## src/mnpt_pkg.sv

```systemverilog
package mnpt_pkg;

  // Field widths fixed by the item format.
  localparam int COORD_W = 48;
  localparam int DIFF_W  = COORD_W + 1;
  localparam int DIST_W  = COORD_W + 2;
  localparam int OIDX_W  = 10;
  localparam int STAT_W  = 2;

  // Default table depth.
  localparam int MAX_POINTS_DEF = 1024;

  // Command codes.
  localparam logic CMD_ADD  = 1'b0;
  localparam logic CMD_FIND = 1'b1;

  // Status codes.
  localparam logic [STAT_W-1:0] STAT_OK    = 2'd0;
  localparam logic [STAT_W-1:0] STAT_FULL  = 2'd1;
  localparam logic [STAT_W-1:0] STAT_EMPTY = 2'd2;

  // Control that travels alongside a point through the distance pipeline.
  typedef struct packed {
    logic vld;
    logic first;
    logic last;
  } mnpt_tag_t;

endpackage

```

## src/mnpt_dist.sv

```systemverilog
module mnpt_dist (
  input  logic                               clk,
  input  logic                               rst_n,
  input  mnpt_pkg::mnpt_tag_t                tag_in,
  input  logic signed [mnpt_pkg::COORD_W-1:0] pt_x,
  input  logic signed [mnpt_pkg::COORD_W-1:0] pt_y,
  input  logic signed [mnpt_pkg::COORD_W-1:0] pt_z,
  input  logic signed [mnpt_pkg::COORD_W-1:0] q_x,
  input  logic signed [mnpt_pkg::COORD_W-1:0] q_y,
  input  logic signed [mnpt_pkg::COORD_W-1:0] q_z,
  output mnpt_pkg::mnpt_tag_t                tag_out,
  output logic [mnpt_pkg::DIST_W-1:0]        distance
);
  import mnpt_pkg::*;

  mnpt_tag_t                tag1_r, tag2_r, tag3_r;
  logic signed [DIFF_W-1:0] dx_r, dy_r, dz_r;
  logic [COORD_W-1:0]       ax_r, ay_r, az_r;
  logic [DIST_W-1:0]        sum_r;

  // Stage one: signed differences, one bit wider than a coordinate.
  // Stage two: magnitudes, which always fit in a coordinate's width.
  // Stage three: the Manhattan sum.
  always_ff @(posedge clk) begin
    dx_r  <= DIFF_W'(pt_x) - DIFF_W'(q_x);
    dy_r  <= DIFF_W'(pt_y) - DIFF_W'(q_y);
    dz_r  <= DIFF_W'(pt_z) - DIFF_W'(q_z);
    ax_r  <= dx_r[DIFF_W-1] ? COORD_W'(-dx_r) : COORD_W'(dx_r);
    ay_r  <= dy_r[DIFF_W-1] ? COORD_W'(-dy_r) : COORD_W'(dy_r);
    az_r  <= dz_r[DIFF_W-1] ? COORD_W'(-dz_r) : COORD_W'(dz_r);
    sum_r <= DIST_W'(ax_r) + DIST_W'(ay_r) + DIST_W'(az_r);
  end

  // Control flags follow the data through the three stages.
  always_ff @(posedge clk) begin
    if (!rst_n) begin
      tag1_r <= '0;
      tag2_r <= '0;
      tag3_r <= '0;
    end else begin
      tag1_r <= tag_in;
      tag2_r <= tag1_r;
      tag3_r <= tag2_r;
    end
  end

  assign tag_out  = tag3_r;
  assign distance = sum_r;

endmodule
```

## config.mk

```make
export PLATFORM = sky130hd
export DESIGN_NAME = mnpt_dist
export DESIGN_NICKNAME = d
export VERILOG_FILES = /design/src/mnpt_pkg.sv /design/src/mnpt_dist.sv
export SDC_FILE = /design/constraint.sdc
export NUM_CORES = 1
export LEC_CHECK = 0
export BUFFER_PORTS_ARGS = -buffer_cell sky130_fd_sc_hd__buf_2
export CAP_MARGIN = 20
export CORE_ASPECT_RATIO = 0.6
export CORE_MARGIN = 2
export CORE_UTILIZATION = 27
export DETAILED_ROUTE_END_ITERATION = 8
export HOLD_SLACK_MARGIN = 0.05
export PLACE_DENSITY_LB_ADDON = 0.25
export SLEW_MARGIN = 20
export SYNTH_ARGS = -nofsm -noshare
export SYNTH_HDL_FRONTEND = slang
export SYNTH_SLANG_ARGS = --single-unit
```

## constraint.sdc

```tcl
create_clock -name clk -period 3.8 [get_ports clk]
set_input_delay 0.38 -clock clk [delete_from_list [all_inputs] [get_ports clk]]
set_output_delay 0.38 -clock clk [all_outputs]
set_load 0.01 [all_outputs]
```

==> flow_summary.toml <==
[status]
status = "completed"

[worst_setup_path]
max_stage_delay_ns = 0.63
rrSetupSlack_ns = 0.26
cp_cell_sequence = "fa_1 -> ha_1 -> fa_1 -> a21o_1 -> a21oi_2 -> o211ai_1 -> nand4_1 -> a211o_1 -> a21oi_1 -> a21o_1 -> or4b_2 -> and3_1"
slowest_stage = "or4b_2"
cp.required_ns = 4.23
arrival_ns = 3.97
crit_type = "flop to flop"
crit_fanout = 4
critPathLaunchType = "flop"
cp-end-kind = "flop"

[yosys]
synth_ff_type = "dfxtp_1"
synth_edf_count = 0
synth_common_cells = "dfxtp_1 (350), xnor2_1 (236), a21oi_1 (224)"
synth_top_area_share_pct = 31.3
syn_area_per_cell_um2 = 8.64
yosysTopAreaCell = "dfxtp_1"
yosys.cell_types.count = 72
synth_area_leaders = "dfxtp_1 (31%), ha_1 (11%), xnor2_1 (9.2%), a21oi_1 (5.0%), fa_1 (4.7%)"
synth-async-reset-ratio_pct = 0
synth.most_common_cell = "dfxtp_1"
synthesis.nets = 3126
synth_area_mm2 = 0.0224
ys_ff_latch = 350
yosysWarnings = 0
syn_inst = 2587
seq_area_frac_synth_pct = 31.3

[floorplan]
dieWidth_um = 375
die_y_um = 227
num_io_pins = 346
core_area_mm2 = 0.0817
die-area_mm2 = 0.0852
initial_core_util_pct = 27.4
rows = 81

[drt]
routedWlPerCell_um = 18.5
drtIter0Drc = 1620
ant_nets = 0
postRouteWirelength_mm = 74.7
drtPass1Iterations = 5
vias = 19308
vias_per_cell = 4.79
drc = 0

[global_routing]
grtUsageTotal_pct = 17.2
grt_antenna_before_repair = 10
grt_pass1_wl_mm = 112
grt_overflow = 0
grt_max_degree = 49
grt_pass1_vias = 18353

[power_and_ir_drop]
p_leak_nw = 12.1
max-vdd-ir-drop_uv = 412
p_per_area_mw_per_mm2 = 866

[worst_hold_path]
hold_class = "primary input to flop"

[layout]
drive_gt1_share_pct = 16.1
utilization_pct = 32.7
nNetsFinal = 3464
area_growth_pct = 19.4
fin_cells = 4033

[placed_design]
dpl.cell_count = 3963
routabilityCongestion = 0.888
portBuffers = 345
dp_hpwl_mm = 63.5

[flow_run]
cap_violations = 0

[clocking]
tritoncts = "done"
root_buffer = "clkbuf_16"
cts_buffers = 36
clock_latency_ns = 0.57
path_clk_slew_ns = 0.07
htreeDepth = 2
clockBufferDepth = 3
cts_sinks = 350

[timing]
maxSlewViolCount = 0
fin_skew_ns = 0.0335
finalHoldWorstSlack_ns = 0.101
fin_crit_sh_pct = 93.2
grt_setup_unrepaired = "false"
worst_pin_slew_ns = 1.12
fmax_mhz = 282
hold_violations = 0
setup_tns_ns = 0
finalSetupViolations = 0
min_period_ns = 3.54
slew-limit-headroom_pct = 24.7
## final timing paths
path	startpoint	endpoint	cells after the start
max reg2reg	ax_r[1]	distance[45]	12
min reg2reg	dx_r[0]	ax_r[0]	0
max	ax_r[1]	distance[45]	12
min	q_x[0]	dx_r[0]	3
## worst max-delay path: cells and delay by family (launching register included)
kind,cells,cell delay (ns)
compound gates,6,1.05
simple gates,3,0.94
flops,1,0.32
fa+ha+maj,3,1.12
## state kept, by name (all words and copies together), names as in the netlist
name and count:
ay_r 48, ax_r 48, distance 50, tag1_r 3
dx_r 49, az_r 48, dz_r 49, tag2_r 3
tag_out 3, dy_r 49
## layer usage
metal  global-route usage, %  vias up  routed length, um
met4                    2.88        8               1040
li1                        -     9789                  -
met5                       0        -                 37
met1                    28.1     8869              41500
met3                    3.51       66               5050
met2                    22.4      576              27100
## stage by stage
step | instance area, um2 | setup slack [ns] | power [mW]
after floorplan | 22400 | 0.441 | 14.4
after global placement | 25400 | 0.0770 | 19.2
after detailed placement | 25400 | -0.0206 | 19.1
after CTS | 26700 | 0.0855 | 23.1
after global routing | 26700 | 0.0227 | 24.9
final | 26700 | 0.258 | 23.1
## what timing repair did
item | in CTS | in global routing
setup endpoints to repair | 1 | 5
hold endpoints to repair | 3 | 0
pin swaps | 0 | 1
setup buffers | 0 | 0
hold buffers | 3 | 0
gates resized for setup | 1 | 4
## cell usage in the layout, fill, tap and decap left out, types with 19 or more instances in the layout
cell / synthesis / layout
o21a_1: 19 / 19
nor3_1: 24 / 24
o41ai_1: 23 / 23
ha_1: 194 / 194
nand2b_1: 28 / 28
dfxtp_1: 350 / 350
a31oi_1: 26 / 26
a21oi_1: 224 / 223
o31ai_1: 46 / 46
or4_1: 20 / 20
and2_1: 21 / 21
o21bai_1: 40 / 40
nor2_1: 118 / 118
buf_4: 0 / 32
xnor2_1: 236 / 236
fa_1: 52 / 52
buf_2: 1 / 345
nand4_1: 64 / 64
a21o_1: 118 / 118
or3_1: 36 / 36
o21ai_0: 161 / 158
clkbuf_16: 0 / 36
xor2_1: 77 / 77
inv_1: 215 / 215
nand3_1: 33 / 33
nor2b_1: 20 / 20
nand2_1: 186 / 186
## layout make-up
class	count	area, um2
Fill cell	8697	55000
Multi-Input combinational cell	1942	14200
Sequential cell	350	7010
Timing Repair Buffer	380	2000
Tap cell	1079	1350
Clock buffer	46	1030
Inverter	215	807
Clock inverter	19	258
Antenna cell	2	5.00
## power breakdown
part	internal [mW]	switching (mW)
registers	5.08	1.02
clock network	2.27	1.59
logic	5.22	7.93
total	12.6	10.5
## logic make-up after synthesis
group | count (synthesis) | synth area share [%]
multiplexers | 5 | 0.230
flip-flops | 350 | 31.3
adder cells (fa/ha/maj) | 246 | 15.5
AO/OA/AOI/OAI | 758 | 21.7
XOR/XNOR | 313 | 12.3
AND/OR/NAND/NOR | 620 | 14.0
buffers and inverters | 295 | 4.96
Power figures use the tool's default switching activity.
